`src/rtl/lbc_pkg.sv`:
```
// ============================================================================
// lbc_pkg
// shared types, constants and round functions of the lblock cbc cipher
// ============================================================================
package lbc_pkg;

    localparam int KEY_COUNT   = 32;               // round keys produced by the schedule
    localparam int ROUND_COUNT = 32;               // feistel rounds run per block, 1 to 32
    localparam int KEY_IDX_W   = $clog2(KEY_COUNT);
    localparam int BLOCK_W     = 64;
    localparam int HALF_W      = 32;
    localparam int KEY_W       = 80;
    localparam int KEY_HIGH_W  = 16;
    localparam int CFG_IDX_W   = 2;
    localparam int CFG_DATA_W  = 64;

    localparam logic [KEY_IDX_W-1:0] KEY_LAST   = KEY_IDX_W'(KEY_COUNT - 1);
    localparam logic [KEY_IDX_W-1:0] ROUND_LAST = KEY_IDX_W'(ROUND_COUNT - 1);

    typedef logic [3:0] t_nib;

    typedef enum logic [CFG_IDX_W-1:0] {
        REG_KEY_LOW  = 2'd0,
        REG_KEY_HIGH = 2'd1,
        REG_IV       = 2'd2,
        REG_DECRYPT  = 2'd3
    } t_cfg_reg;

    typedef enum logic [2:0] {
        ST_IDLE,
        ST_EXPAND,
        ST_PREFETCH,
        ST_ROUND,
        ST_DONE
    } t_state;

    localparam t_nib SBOX [10][16] = '{
        '{4'd14, 4'd9,  4'd15, 4'd0,  4'd13, 4'd4,  4'd10, 4'd11,
          4'd1,  4'd2,  4'd8,  4'd3,  4'd7,  4'd6,  4'd12, 4'd5},
        '{4'd4,  4'd11, 4'd14, 4'd9,  4'd15, 4'd13, 4'd0,  4'd10,
          4'd7,  4'd12, 4'd5,  4'd6,  4'd2,  4'd8,  4'd1,  4'd3},
        '{4'd1,  4'd14, 4'd7,  4'd12, 4'd15, 4'd13, 4'd0,  4'd6,
          4'd11, 4'd5,  4'd9,  4'd3,  4'd2,  4'd4,  4'd8,  4'd10},
        '{4'd7,  4'd6,  4'd8,  4'd11, 4'd0,  4'd15, 4'd3,  4'd14,
          4'd9,  4'd10, 4'd12, 4'd13, 4'd5,  4'd2,  4'd4,  4'd1},
        '{4'd14, 4'd5,  4'd15, 4'd0,  4'd7,  4'd2,  4'd12, 4'd13,
          4'd1,  4'd8,  4'd4,  4'd9,  4'd11, 4'd10, 4'd6,  4'd3},
        '{4'd2,  4'd13, 4'd11, 4'd12, 4'd15, 4'd14, 4'd0,  4'd9,
          4'd7,  4'd10, 4'd6,  4'd3,  4'd1,  4'd8,  4'd4,  4'd5},
        '{4'd11, 4'd9,  4'd4,  4'd14, 4'd0,  4'd15, 4'd10, 4'd13,
          4'd6,  4'd12, 4'd5,  4'd7,  4'd3,  4'd8,  4'd1,  4'd2},
        '{4'd13, 4'd10, 4'd15, 4'd0,  4'd14, 4'd4,  4'd9,  4'd11,
          4'd2,  4'd1,  4'd8,  4'd3,  4'd7,  4'd5,  4'd12, 4'd6},
        '{4'd8,  4'd7,  4'd14, 4'd5,  4'd15, 4'd13, 4'd0,  4'd6,
          4'd11, 4'd12, 4'd9,  4'd10, 4'd2,  4'd4,  4'd1,  4'd3},
        '{4'd11, 4'd5,  4'd15, 4'd0,  4'd7,  4'd2,  4'd9,  4'd13,
          4'd4,  4'd8,  4'd1,  4'd12, 4'd14, 4'd10, 4'd3,  4'd6}
    };

    // key add, eight nibble s-boxes, nibble permutation
    function automatic logic [HALF_W-1:0] round_f(input logic [HALF_W-1:0] half,
                                                  input logic [HALF_W-1:0] rk);
        logic [HALF_W-1:0] y;
        t_nib              n [8];
        y = half ^ rk;
        for (int j = 0; j < 8; j++) begin
            n[j] = SBOX[j][y[4*j +: 4]];
        end
        return {n[6], n[4], n[7], n[5], n[2], n[0], n[3], n[1]};
    endfunction

    // one step of the key schedule: rotate left 29, s-box top byte, add step number
    function automatic logic [KEY_W-1:0] key_next(input logic [KEY_W-1:0]     k,
                                                  input logic [KEY_IDX_W-1:0] idx);
        logic [KEY_W-1:0] rot;
        rot          = {k[50:0], k[79:51]};
        rot[79:76]   = SBOX[9][rot[79:76]];
        rot[75:72]   = SBOX[8][rot[75:72]];
        rot[50:46]   = rot[50:46] ^ 5'(idx);
        return rot;
    endfunction

    function automatic logic [HALF_W-1:0] rotl8(input logic [HALF_W-1:0] v);
        return {v[23:0], v[31:24]};
    endfunction

    function automatic logic [HALF_W-1:0] rotr8(input logic [HALF_W-1:0] v);
        return {v[7:0], v[31:8]};
    endfunction

endpackage

```
`src/rtl/lbc_in_if.sv`:
```
// ============================================================================
// lbc_in_if
// input block channel: valid, ready and the block payload
// ============================================================================
interface lbc_in_if;
    logic                          valid;
    logic                          ready;
    logic [lbc_pkg::BLOCK_W-1:0]   block_in;
    logic                          first_block;

    modport source (output valid, output block_in, output first_block, input ready);
    modport sink   (input valid, input block_in, input first_block, output ready);
endinterface

```
`src/rtl/lbc_out_if.sv`:
```
// ============================================================================
// lbc_out_if
// output block channel: valid, ready and the block payload
// ============================================================================
interface lbc_out_if;
    logic                          valid;
    logic                          ready;
    logic [lbc_pkg::BLOCK_W-1:0]   block_out;

    modport source (output valid, output block_out, input ready);
    modport sink   (input valid, input block_out, output ready);
endinterface

```
`src/rtl/lblock_cbc_cipher_top.sv`:
```
// ============================================================================
// lblock_cbc_cipher_top
// lblock 64/80 block cipher in cbc mode with an on-chip round key memory
// ============================================================================
//
//  channel   dir  handshake            payload
//  --------  ---  -------------------  ---------------------------------------
//  i_in      in   valid / ready        block_in (64), first_block (1)
//  o_out     out  valid / ready        block_out (64)
//  i_cfg_*   in   write enable only    index (2), data (64), no read-back
//
//  one block at a time: a prefetch state to prime the key memory read, the
//  round states (one feistel round each, key read from the memory a round
//  ahead) and a done state that hands the result to the output register;
//  the next block is taken only in the idle state after that.
//  after reset or a key write the first block also passes the expand state,
//  writing the round key memory one key per cycle.
//  reset is synchronous, active low, and clears the chain, the control and
//  configuration registers and the key-ready flag; the key memory and the
//  datapath registers are not cleared.
//  a stalled output holds the finished block in the output register while
//  the next block is taken and worked on; it waits only at the final step.
//
module lblock_cbc_cipher_top (
    input  logic                               i_clk,
    input  logic                               i_rst_n,
    lbc_in_if.sink                             i_in,
    lbc_out_if.source                          o_out,
    input  logic                               i_cfg_we,
    input  logic [lbc_pkg::CFG_IDX_W-1:0]      i_cfg_index,
    input  logic [lbc_pkg::CFG_DATA_W-1:0]     i_cfg_data
);

    // configuration registers
    logic [lbc_pkg::BLOCK_W-1:0]       r_key_low;
    logic [lbc_pkg::KEY_HIGH_W-1:0]    r_key_high;
    logic [lbc_pkg::BLOCK_W-1:0]       r_iv;
    logic                              r_decrypt;

    // control
    lbc_pkg::t_state                   r_state, n_state;
    logic                              r_keys_ready;
    logic [lbc_pkg::KEY_IDX_W-1:0]     r_cnt;      // key index while expanding, round index
    logic [lbc_pkg::KEY_IDX_W-1:0]     r_addr;     // key memory read address
    logic                              r_out_valid;

    // datapath
    logic [lbc_pkg::KEY_W-1:0]         r_kreg;     // running key schedule state
    logic [lbc_pkg::HALF_W-1:0]        r_rk;       // registered key memory read data
    logic [lbc_pkg::BLOCK_W-1:0]       r_data;     // feistel state {right, left}
    logic [lbc_pkg::BLOCK_W-1:0]       r_xor;      // chain value for decrypt output
    logic [lbc_pkg::BLOCK_W-1:0]       r_chain;
    logic [lbc_pkg::BLOCK_W-1:0]       r_out_data;

    // round key memory, one key per entry
    logic [lbc_pkg::HALF_W-1:0]        r_rk_mem [lbc_pkg::KEY_COUNT];

    logic                              w_in_ready;
    logic                              w_in_acc;
    logic                              w_mem_we;
    logic                              w_load_out;
    logic                              w_step;
    logic [lbc_pkg::BLOCK_W-1:0]       w_chain_eff;
    logic [lbc_pkg::HALF_W-1:0]        w_left, w_right, w_f, w_new_half;
    logic [lbc_pkg::BLOCK_W-1:0]       w_round_data;
    logic [lbc_pkg::BLOCK_W-1:0]       w_result;

    // ------------------------------------------------------------------------
    // configuration writes; a key write forces a new key schedule
    // ------------------------------------------------------------------------
    always_ff @(posedge i_clk) begin
        if (!i_rst_n) begin
            r_key_low  <= '0;
            r_key_high <= '0;
            r_iv       <= '0;
            r_decrypt  <= 1'b0;
        end else if (i_cfg_we) begin
            case (lbc_pkg::t_cfg_reg'(i_cfg_index))
                lbc_pkg::REG_KEY_LOW:  r_key_low  <= i_cfg_data;
                lbc_pkg::REG_KEY_HIGH: r_key_high <= i_cfg_data[lbc_pkg::KEY_HIGH_W-1:0];
                lbc_pkg::REG_IV:       r_iv       <= i_cfg_data;
                lbc_pkg::REG_DECRYPT:  r_decrypt  <= i_cfg_data[0];
                default: ;
            endcase
        end
    end

    // ------------------------------------------------------------------------
    // sequencer: next state
    // ------------------------------------------------------------------------
    always_comb begin
        n_state = r_state;
        case (r_state)
            lbc_pkg::ST_IDLE: begin
                if (w_in_acc) begin
                    n_state = r_keys_ready ? lbc_pkg::ST_PREFETCH : lbc_pkg::ST_EXPAND;
                end
            end
            lbc_pkg::ST_EXPAND: begin
                if (r_cnt == lbc_pkg::KEY_LAST) begin
                    n_state = lbc_pkg::ST_PREFETCH;
                end
            end
            lbc_pkg::ST_PREFETCH: n_state = lbc_pkg::ST_ROUND;
            lbc_pkg::ST_ROUND: begin
                if (r_cnt == lbc_pkg::ROUND_LAST) begin
                    n_state = lbc_pkg::ST_DONE;
                end
            end
            lbc_pkg::ST_DONE: begin
                if (w_load_out) begin
                    n_state = lbc_pkg::ST_IDLE;
                end
            end
            default: n_state = lbc_pkg::ST_IDLE;
        endcase
    end

    // ------------------------------------------------------------------------
    // sequencer: control outputs
    // ------------------------------------------------------------------------
    always_comb begin
        w_in_ready = 1'b0;
        w_mem_we   = 1'b0;
        w_step     = 1'b0;
        w_load_out = 1'b0;
        case (r_state)
            lbc_pkg::ST_IDLE:     w_in_ready = 1'b1;
            lbc_pkg::ST_EXPAND:   w_mem_we   = 1'b1;
            lbc_pkg::ST_PREFETCH: ;
            lbc_pkg::ST_ROUND:    w_step     = 1'b1;
            lbc_pkg::ST_DONE:     w_load_out = !r_out_valid || o_out.ready;
            default: ;
        endcase
    end

    assign w_in_acc   = i_in.valid && w_in_ready;
    assign i_in.ready = w_in_ready;

    always_ff @(posedge i_clk) begin
        if (!i_rst_n) begin
            r_state <= lbc_pkg::ST_IDLE;
        end else begin
            r_state <= n_state;
        end
    end

    // ------------------------------------------------------------------------
    // counters and key-ready flag
    // ------------------------------------------------------------------------
    always_ff @(posedge i_clk) begin
        if (!i_rst_n) begin
            r_cnt        <= '0;
            r_addr       <= '0;
            r_keys_ready <= 1'b0;
        end else begin
            if (w_in_acc) begin
                r_cnt  <= '0;
                r_addr <= r_decrypt ? lbc_pkg::ROUND_LAST : '0;
            end else if (w_mem_we) begin
                r_cnt <= (r_cnt == lbc_pkg::KEY_LAST) ? '0 : r_cnt + 1'b1;
            end else if (w_step) begin
                r_cnt <= r_cnt + 1'b1;
            end
            // read address walks one key per cycle while priming and rounding
            if (r_state == lbc_pkg::ST_PREFETCH || w_step) begin
                r_addr <= r_decrypt ? r_addr - 1'b1 : r_addr + 1'b1;
            end
            if (i_cfg_we && (lbc_pkg::t_cfg_reg'(i_cfg_index) == lbc_pkg::REG_KEY_LOW ||
                             lbc_pkg::t_cfg_reg'(i_cfg_index) == lbc_pkg::REG_KEY_HIGH)) begin
                r_keys_ready <= 1'b0;
            end else if (w_mem_we && r_cnt == lbc_pkg::KEY_LAST) begin
                r_keys_ready <= 1'b1;
            end
        end
    end

    // ------------------------------------------------------------------------
    // key schedule and round key memory (write during expand, read a round ahead)
    // ------------------------------------------------------------------------
    always_ff @(posedge i_clk) begin
        if (w_in_acc) begin
            r_kreg <= {r_key_high, r_key_low};
        end else if (w_mem_we) begin
            r_kreg <= lbc_pkg::key_next(r_kreg, r_cnt + 1'b1);
        end
    end

    always_ff @(posedge i_clk) begin
        if (w_mem_we) begin
            r_rk_mem[r_cnt] <= r_kreg[79:48];
        end
        r_rk <= r_rk_mem[r_addr];
    end

    // ------------------------------------------------------------------------
    // feistel round datapath
    // ------------------------------------------------------------------------
    assign w_chain_eff = i_in.first_block ? r_iv : r_chain;
    assign w_left      = r_data[31:0];
    assign w_right     = r_data[63:32];
    assign w_f         = lbc_pkg::round_f(r_decrypt ? w_left : w_right, r_rk);
    assign w_new_half  = r_decrypt ? lbc_pkg::rotr8(w_right ^ w_f)
                                   : (lbc_pkg::rotl8(w_left) ^ w_f);
    // encrypt: right becomes new, left takes old right; decrypt: mirror image
    assign w_round_data = r_decrypt ? {w_left, w_new_half} : {w_new_half, w_right};
    assign w_result     = r_decrypt ? (r_data ^ r_xor) : r_data;

    always_ff @(posedge i_clk) begin
        if (w_in_acc) begin
            r_data <= r_decrypt ? i_in.block_in : (i_in.block_in ^ w_chain_eff);
            r_xor  <= w_chain_eff;
        end else if (w_step) begin
            r_data <= w_round_data;
        end
    end

    // chain: ciphertext of this block, taken at input for decrypt, at output for encrypt
    always_ff @(posedge i_clk) begin
        if (!i_rst_n) begin
            r_chain <= '0;
        end else if (w_in_acc) begin
            r_chain <= r_decrypt ? i_in.block_in : w_chain_eff;
        end else if (w_load_out && !r_decrypt) begin
            r_chain <= w_result;
        end
    end

    // ------------------------------------------------------------------------
    // output register
    // ------------------------------------------------------------------------
    always_ff @(posedge i_clk) begin
        if (!i_rst_n) begin
            r_out_valid <= 1'b0;
        end else if (w_load_out) begin
            r_out_valid <= 1'b1;
        end else if (o_out.ready) begin
            r_out_valid <= 1'b0;
        end
    end

    always_ff @(posedge i_clk) begin
        if (w_load_out) begin
            r_out_data <= w_result;
        end
    end

    assign o_out.valid     = r_out_valid;
    assign o_out.block_out = r_out_data;

endmodule
```
`src/flat_wrapper.sv`:
```
// flat-port wrapper written by rule: the top's interface ports become plain ports
module lblock_cbc_cipher_top_flat 
  (i_clk, i_rst_n, i_cfg_we, i_cfg_index, i_cfg_data, i_in_valid, i_in_block_in, i_in_first_block, i_in_ready, o_out_valid, o_out_block_out, o_out_ready);
  lbc_in_if i_in_i ();
  lbc_out_if o_out_i ();
  input  logic i_clk;
  input  logic i_rst_n;
  input  logic i_cfg_we;
  input  logic [lbc_pkg::CFG_IDX_W-1:0] i_cfg_index;
  input  logic [lbc_pkg::CFG_DATA_W-1:0] i_cfg_data;
  input wire logic [$bits(i_in_i.valid)-1:0] i_in_valid;
  input wire logic [$bits(i_in_i.block_in)-1:0] i_in_block_in;
  input wire logic [$bits(i_in_i.first_block)-1:0] i_in_first_block;
  output wire logic [$bits(i_in_i.ready)-1:0] i_in_ready;
  output wire logic [$bits(o_out_i.valid)-1:0] o_out_valid;
  output wire logic [$bits(o_out_i.block_out)-1:0] o_out_block_out;
  input wire logic [$bits(o_out_i.ready)-1:0] o_out_ready;
  assign i_in_i.valid = i_in_valid;
  assign i_in_i.block_in = i_in_block_in;
  assign i_in_i.first_block = i_in_first_block;
  assign i_in_ready = i_in_i.ready;
  assign o_out_valid = o_out_i.valid;
  assign o_out_block_out = o_out_i.block_out;
  assign o_out_i.ready = o_out_ready;
  lblock_cbc_cipher_top u_core (.i_clk(i_clk), .i_rst_n(i_rst_n), .i_in(i_in_i), .o_out(o_out_i), .i_cfg_we(i_cfg_we), .i_cfg_index(i_cfg_index), .i_cfg_data(i_cfg_data));
endmodule
```
`config.mk`:
```
export PLATFORM = sky130hd
export DESIGN_NAME = lblock_cbc_cipher_top_flat
export DESIGN_NICKNAME = d
export VERILOG_FILES = /design/src/rtl/lbc_pkg.sv /design/src/rtl/lbc_in_if.sv /design/src/rtl/lbc_out_if.sv /design/src/rtl/lblock_cbc_cipher_top.sv /design/src/flat_wrapper.sv
export SDC_FILE = /design/constraint.sdc
export NUM_CORES = 2
export LEC_CHECK = 0
export ABC_CLOCK_PERIOD_IN_PS = 18450
export BUFFER_PORTS_ARGS = -buffer_cell sky130_fd_sc_hd__buf_4
export CORE_UTILIZATION = 25
export DETAILED_ROUTE_END_ITERATION = 10
export MAX_ROUTING_LAYER = met4
export PLACE_DENSITY_LB_ADDON = 0.25
export SETUP_SLACK_MARGIN = 0.5
export SYNTH_ARGS = -nofsm -noshare
export SYNTH_HDL_FRONTEND = slang
export SYNTH_SLANG_ARGS = --single-unit
```
`constraint.sdc`:
```
create_clock -name i_clk -period 18.45 [get_ports i_clk]
set_input_delay 1.845 -clock i_clk [delete_from_list [all_inputs] [get_ports i_clk]]
set_output_delay 1.845 -clock i_clk [all_outputs]
set_load 0.02 [all_outputs]
```
# Word level (Yosys, flattened, before mapping)
# Memory sizes are Yosys's and may differ from the RTL's. A register that Yosys moved wholly into a read port is not among the register bits.
# Index checks and enable logic that the tools add are counted.
word_totals:
  register_bits: 496
  mem_bits_ro: 640
  n_memories: 11
  output_inout_bits: 66
  input_bits: 136
  elab_cells: 145
  ramBits: 1024
  latch_bits: 0
mem_list:
  columns: ["memory", "words", "width", "read_ports", "rd_ports_with_merged_regs", "wr", "line", "rtl"]
  rows:
  - ["u_core.r_rk_mem", 32, 32, 1, 1, 1, "lblock_cbc_cipher_top.sv:56", "logic [lbc_pkg::HALF_W-1:0] r_rk_mem [lbc_pkg::KEY_COUNT];"]
  - ["(no name shown)", 16, 4, 1, 0, 0, "lbc_pkg.sv:67", "n[j] = SBOX[j][y[4*j +: 4]];"]
  - ["(no name shown)", 16, 4, 1, 0, 0, "lbc_pkg.sv:67", null]
  - ["(no name shown)", 16, 4, 1, 0, 0, "lbc_pkg.sv:67", null]
  - ["(no name shown)", 16, 4, 1, 0, 0, "lbc_pkg.sv:67", null]
  - ["(no name shown)", 16, 4, 1, 0, 0, "lbc_pkg.sv:67", null]
  - ["+5 memories", null, null, null, null, null, null, null]
op_classes:
  mux: 54
  multipliers: 0
  n_eq_ne: 12
  n_div: 0
  bitwise: 17
  reduce_logical: 24
  addsub: 3
  shifts: 0
  order_cmp: 10
ops:
  columns: ["op", "count"]
  rows:
  - ["64-bit 2-to-1 mux", 9]
  - ["80-bit 2-to-1 mux", 2]
  - ["64-bit bitwise XOR", 2]
  - ["32-bit bitwise XOR", 3]
  - ["4-bit 2-to-1 mux", 20]
  - ["32-bit 2-to-1 mux", 2]
  - ["5-bit >= comparator (second input constant)", 10]
  - ["4-bit inverter with 5-bit output", 10]
  - ["5-bit 2-to-1 mux", 7]
  - ["3-bit case mux with 5 select lines", 1]
  - ["3-bit 2-to-1 mux", 4]
  - ["2-bit nonzero test", 6]
  - ["5-bit by 1-bit adder with 5-bit output (second input constant)", 2]
  - ["1-bit 2-to-1 mux", 8]
  - ["2-bit by 1-bit != test with 1-bit output (second input constant)", 4]
  - ["2-bit AND reduction", 4]
  - ["3-bit by 2-bit equality test with 1-bit output (second input constant)", 2]
  - ["5-bit equality test (second input constant)", 1]
  - ["5-bit by 1-bit subtractor with 5-bit output (second input constant)", 1]
  - ["5-bit bitwise XOR", 1]
  - ["2-bit equality test (second input constant)", 2]
  - ["1-bit logical AND", 4]
  - ["4-bit AND reduction", 1]
  - ["2-bit OR reduction", 2]
  - ["9 further kinds", 12]

# Logic depth before layout (Yosys ltp)
logic_depth:
  word_depth: 11
  depth_mapped: 11
  mapped_depth_nobuf: 9

# Worst setup path after synthesis
# OpenSTA, ideal clock, no wires.
synth_path:
  path_kind: "register -> register"
  from: "register u_core.r_state[2]"
  to: "register u_core.r_kreg[0] (netlist name) (enable)"
  n_path_buf: 2
  path_stages_with_launch: 5
  arrival_ns: 6.398
  period_less_slack_ns: 7.027
  t_required_ns: 17.821
  setup_ns: 0.629
  path_slack_ns: 11.423
  path_cell_list: "dfxtp_1 buf_2 nand2b_1 clkbuf_1 o21ai_0"
synth_between:
  elab_chain_cells: 4
  elab_cells_between_ends: 6
  classes_between: "eq/ne (1); mux (2); reduce/logical (3)"
synth_lines:
  columns: ["item", "line", "rtl"]
  rows:
  - ["from (decl)", "lblock_cbc_cipher_top.sv:41", "lbc_pkg::t_state r_state, n_state;"]
  - ["from (signal assigned)", "lblock_cbc_cipher_top.sv:142", "r_state <= lbc_pkg::ST_IDLE;"]
  - ["from (signal assigned)", "lblock_cbc_cipher_top.sv:144", "r_state <= n_state;"]
  - ["3-bit logical NOT", "lblock_cbc_cipher_top.sv:127", "case (r_state)"]
  - ["1-bit 2-to-1 mux", "lblock_cbc_cipher_top.sv:127", null]
  - ["1-bit logical AND", "lblock_cbc_cipher_top.sv:137", "assign w_in_acc = i_in.valid && w_in_ready;"]
  - ["2-bit nonzero test (no line) (*)", null, null]
  - ["to (signal assigned)", "lblock_cbc_cipher_top.sv:183", "r_kreg <= {r_key_high, r_key_low};"]
  - ["to (signal assigned)", "lblock_cbc_cipher_top.sv:185", "r_kreg <= lbc_pkg::key_next(r_kreg, r_cnt + 1'b1);"]
  - ["to (decl)", "lblock_cbc_cipher_top.sv:48", "logic [lbc_pkg::KEY_W-1:0] r_kreg;"]
# Mark *: on every way between the ends. The rest lies on a longest branch, timed or not.
# A chain may end at the register's enable or synchronous reset.

# Worst setup path after layout
layout_path:
  from: "register u_core.r_decrypt"
  to: "register u_core.r_data[33] (netlist name), data pin"
layout_between:
  elab_chain_cells: 11
  elab_cells_between_ends: 17
  classes_between: "mux (10); bitwise (5); memory (2)"
layout_lines:
  columns: ["item", "line", "rtl"]
  rows:
  - ["from (decl)", "lblock_cbc_cipher_top.sv:38", "logic r_decrypt;"]
  - ["from (signal assigned)", "lblock_cbc_cipher_top.sv:82", "lbc_pkg::REG_DECRYPT: r_decrypt <= i_cfg_data[0];"]
  - ["32-bit 2-to-1 mux", "lblock_cbc_cipher_top.sv:202", "assign w_f = lbc_pkg::round_f(r_decrypt ? w_left : w_right, r_rk);"]
  - ["32-bit bitwise XOR", "lbc_pkg.sv:65", "y = half ^ rk;"]
  - ["4-bit inverter with 5-bit output (not written as such)", "lbc_pkg.sv:67", null]
  - ["memory 16 x 4 bit", null, null]
  - ["4-bit 2-to-1 mux (not written as such) (2 in series)", "lbc_pkg.sv:67", null]
  - ["32-bit bitwise XOR (on tied branches)", "lblock_cbc_cipher_top.sv:204, lblock_cbc_cipher_top.sv:203", null]
  - ["32-bit 2-to-1 mux", "lblock_cbc_cipher_top.sv:203", "assign w_new_half = r_decrypt ? lbc_pkg::rotr8(w_right ^ w_f)"]
  - ["64-bit 2-to-1 mux", "lblock_cbc_cipher_top.sv:206", "assign w_round_data = r_decrypt ? {w_left, w_new_half} : {w_new_half, w_right};"]
  - ["64-bit 2-to-1 mux", "lblock_cbc_cipher_top.sv:213", "end else if (w_step) begin"]
  - ["64-bit 2-to-1 mux (*)", "lblock_cbc_cipher_top.sv:210", "if (w_in_acc) begin"]
  - ["to (signal assigned)", "lblock_cbc_cipher_top.sv:211", "r_data <= r_decrypt ? i_in.block_in : (i_in.block_in ^ w_chain_eff);"]
  - ["to (signal assigned)", "lblock_cbc_cipher_top.sv:214", "r_data <= w_round_data;"]
  - ["to (decl)", "lblock_cbc_cipher_top.sv:50", "logic [lbc_pkg::BLOCK_W-1:0] r_data;"]
# Mark *: on every way between the ends. The rest lies on a longest branch, timed or not. The select of a mux whose other input is x is not followed.

==> results_dict.tcl <==
set metrics [dict create \
    status "finished clean" \
    cts_made_buffers 169 \
    maxSlewViolCount 0 \
    ys_seq_area_share_pct 68.1 \
    initial_utilization_pct 25.2 \
    rsz0062_at_grt "no" \
    drt_iter0_drc 3854 \
    final_common_cell "edfxtp_1" \
    holdBufCountCts 0 \
    skew_ns 0.0472 \
    routedWlPerCell_um 26.1 \
    place_ws_ns 13.68 \
    path_class "register to register" \
    crit_buf_inv 2 \
    final_cell_mix "edfxtp_1, nand2_1, mux4_2" \
    cts_root_buf "clkbuf_16" \
    clkLatencyLatePin_ns 0.83 \
    cts_resized 0 \
    yosys_warnings 0 \
    min_period_ns 4.37 \
    die-area_mm2 0.261 \
    cts.sinks 1552 \
    r2r-end "u_core.r_data[33]" \
    gp_congestion 0.825 \
    cts_tree "done" \
    num_io_pins 202 \
    hold_end "u_core.r_key_high[13]" \
    drive_above_1_share_pct 23.0 \
    synth_area_per_cell_um2 15.8 \
    setup_viol 0 \
    synth_cell_types 64 \
    worstPathArrival_ns 4.91 \
    fin_crit_sh_pct 23.7 \
    antenna_found_initial 15 \
    netlist_instances 4087 \
    finalWorstSetupSlack_ns 14.08 \
    p_per_area_mw_per_mm2 125 \
    max-vdd-ir-drop_mv 0.106 \
    synth-edff-count 1296 \
    nets 4456 \
    core_mm2 0.257 \
    n_fill_cell 25643 \
    slew_headroom_pct 13.0 \
    finalInstanceArea_mm2 0.0758 \
    clk_pin_slew_worst_paths_ns 0.06 \
    postPlaceCellArea_mm2 0.0703 \
    cp.required_ns 18.99 \
    ys_seq_elements 1552 \
    htreeDepth 4 \
    hold_path_depth 2 \
    fin_util_pct 29.5 \
    area_growth_syn_to_layout_pct 17.2 \
    path_delay_family "buffers and inverters" \
    grt_max_degree 133 \
    die_h_um 511 \
    io_buffers 201 \
    rr_startpoint "u_core.r_decrypt" \
    cp_max_fo 52 \
    grtUsageTotal_pct 15.9 \
    cp_slowest_cell "dfxtp_4" \
    place_hpwl_um 123000 \
    hold_viol 0 \
    die_w_um 511 \
    clk_path_buf_depth 3 \
    dominantRegCellSynth "edfxtp_1" \
    cp-end-kind "register" \
    globalRoute.totalOverflow 0 \
    grt_pass1_wl_um 284000 \
    grt_pass1_vias 36238 \
    syn_area_mm2 0.0647 \
    leakage_nw 24.6 \
    via_count 36634 \
    max_stage_delay_ns 0.80 \
    min_from "u_core.r_key_high[13]" \
    rows 186 \
    async_reset_ff_share_pct 0 \
    tightest_slew_ns 1.30 \
    tns_ns 0 \
    rrSetupSlack_ns 14.08 \
    path_cells "buf_4 -> buf_4 -> mux2i_1 -> xnor2_2 -> ha_1 -> mux2i_1 -> xnor2_1 -> o221ai_1" \
    drtAntennaViolNets 0 \
    max_clock_freq_mhz 229 \
    first_pass_iters 7 \
    p_total_mw 9.51 \
    syn-num-nets 4252 \
    routed_wl_um 204000 \
    maxCapViolations 0 \
    worstRegToRegCells 8 \
    holdCritPathClass "register to register" \
    viasPerCell 4.68 \
    start_kind "register" \
    drc_errors 0 \
    cts_setup_buffers 0 \
]
==> synthesized netlist by cell type, types with 92 or more instances <==
cell	n	area, um^2
mux4_2	320	7210
nor2_1	167	627
mux2i_1	92	921
a21boi_0	148	1110
clkbuf_1	169	634
a21oi_1	99	495
mux2_2	106	1190
dfxtp_1	256	5120
nand2_1	652	2450
xnor2_1	153	1340
edfxtp_1	1296	38900
==> routing by layer <==
layer	up-vias	part of all wire (%)	track usage [%]
met1	19471	46	22.1
li1	15962	-	-
met2	965	47	24.6
met3	236	5.3	2.11
met5	-	0	-
met4	0	1.9	3.68
==> worst min-delay path, cell delays in order, from the launching register on <==
cell	delay, ns
dfxtp_1	0.31
nand2_1	0.05
a21boi_0	0.06
==> metrics by stage <==
step	instances	hold WS, ns
finish	7823	0.466
global route	7818	0.484
CTS	7816	0.468
detailed placement	7504	0.459
global placement	7504	0.451
floorplan	4087	0.440
==> kinds of logic (layout without fill, tap and decap cells) <==
logic type / Yosys count / in the layout / share of synthesized area [%]
compound gates: 493 / 493 / 5.23
fa+ha+maj: 29 / 29 / 0.573
other cells: 0 / 7 / 0
simple gates: 965 / 965 / 6.05
xor+xnor: 236 / 236 / 3.64
mux: 521 / 521 / 14.5
flops: 1552 / 1552 / 68.1
buf+inv: 291 / 636 / 1.89
==> worst max-delay path by stage <==
stage	start	endpoint	slack [ns]	cells after the start
6_report	u_core.r_decrypt	u_core.r_data[33]	14.08	8
5_1_grt	u_core.r_decrypt	u_core.r_data[1]	13.85	8
4_1_cts	u_core.r_decrypt	u_core.r_data[36]	14.09	9
3_5_place_dp	i_in_valid	u_core.r_kreg[72]	13.68	6
3_3_place_gp	i_in_valid	u_core.r_kreg[73]	13.71	6
2_1_floorplan	u_core.r_state[2]	u_core.r_kreg[0]	11.42	4
==> final cells by class <==
cell class | instances | area, um^2 | area share, %
well taps | 3384 | 4230 | 5.59
flip-flops and latches | 1552 | 44100 | 58.1
diodes | 7 | 17.5 | 0.0231
multi-input cells | 2244 | 19700 | 26.0
clock buffers | 242 | 4640 | 6.13
repair buffers | 288 | 2200 | 2.91
clock inverters | 70 | 785 | 1.04
inverters | 36 | 148 | 0.195
==> state kept, by name (all words and copies together), names as in the netlist, 64 cells and up <==
register / flops
u_core.r_data: 64
u_core.r_xor: 64
u_core.r_rk_mem: 1024
u_core.r_chain: 64
u_core.r_key_low: 64
u_core.r_iv: 64
u_core.r_kreg: 80
u_core.o_out.block_out: 64
==> power breakdown <==
part,total (mW),internal (mW),switching [mW]
Sequential,4.46,4.16,0.298
Clock,3.33,1.88,1.45
Combinational,1.72,0.733,0.984
Note: power is estimated with default switching activity, not from simulation.
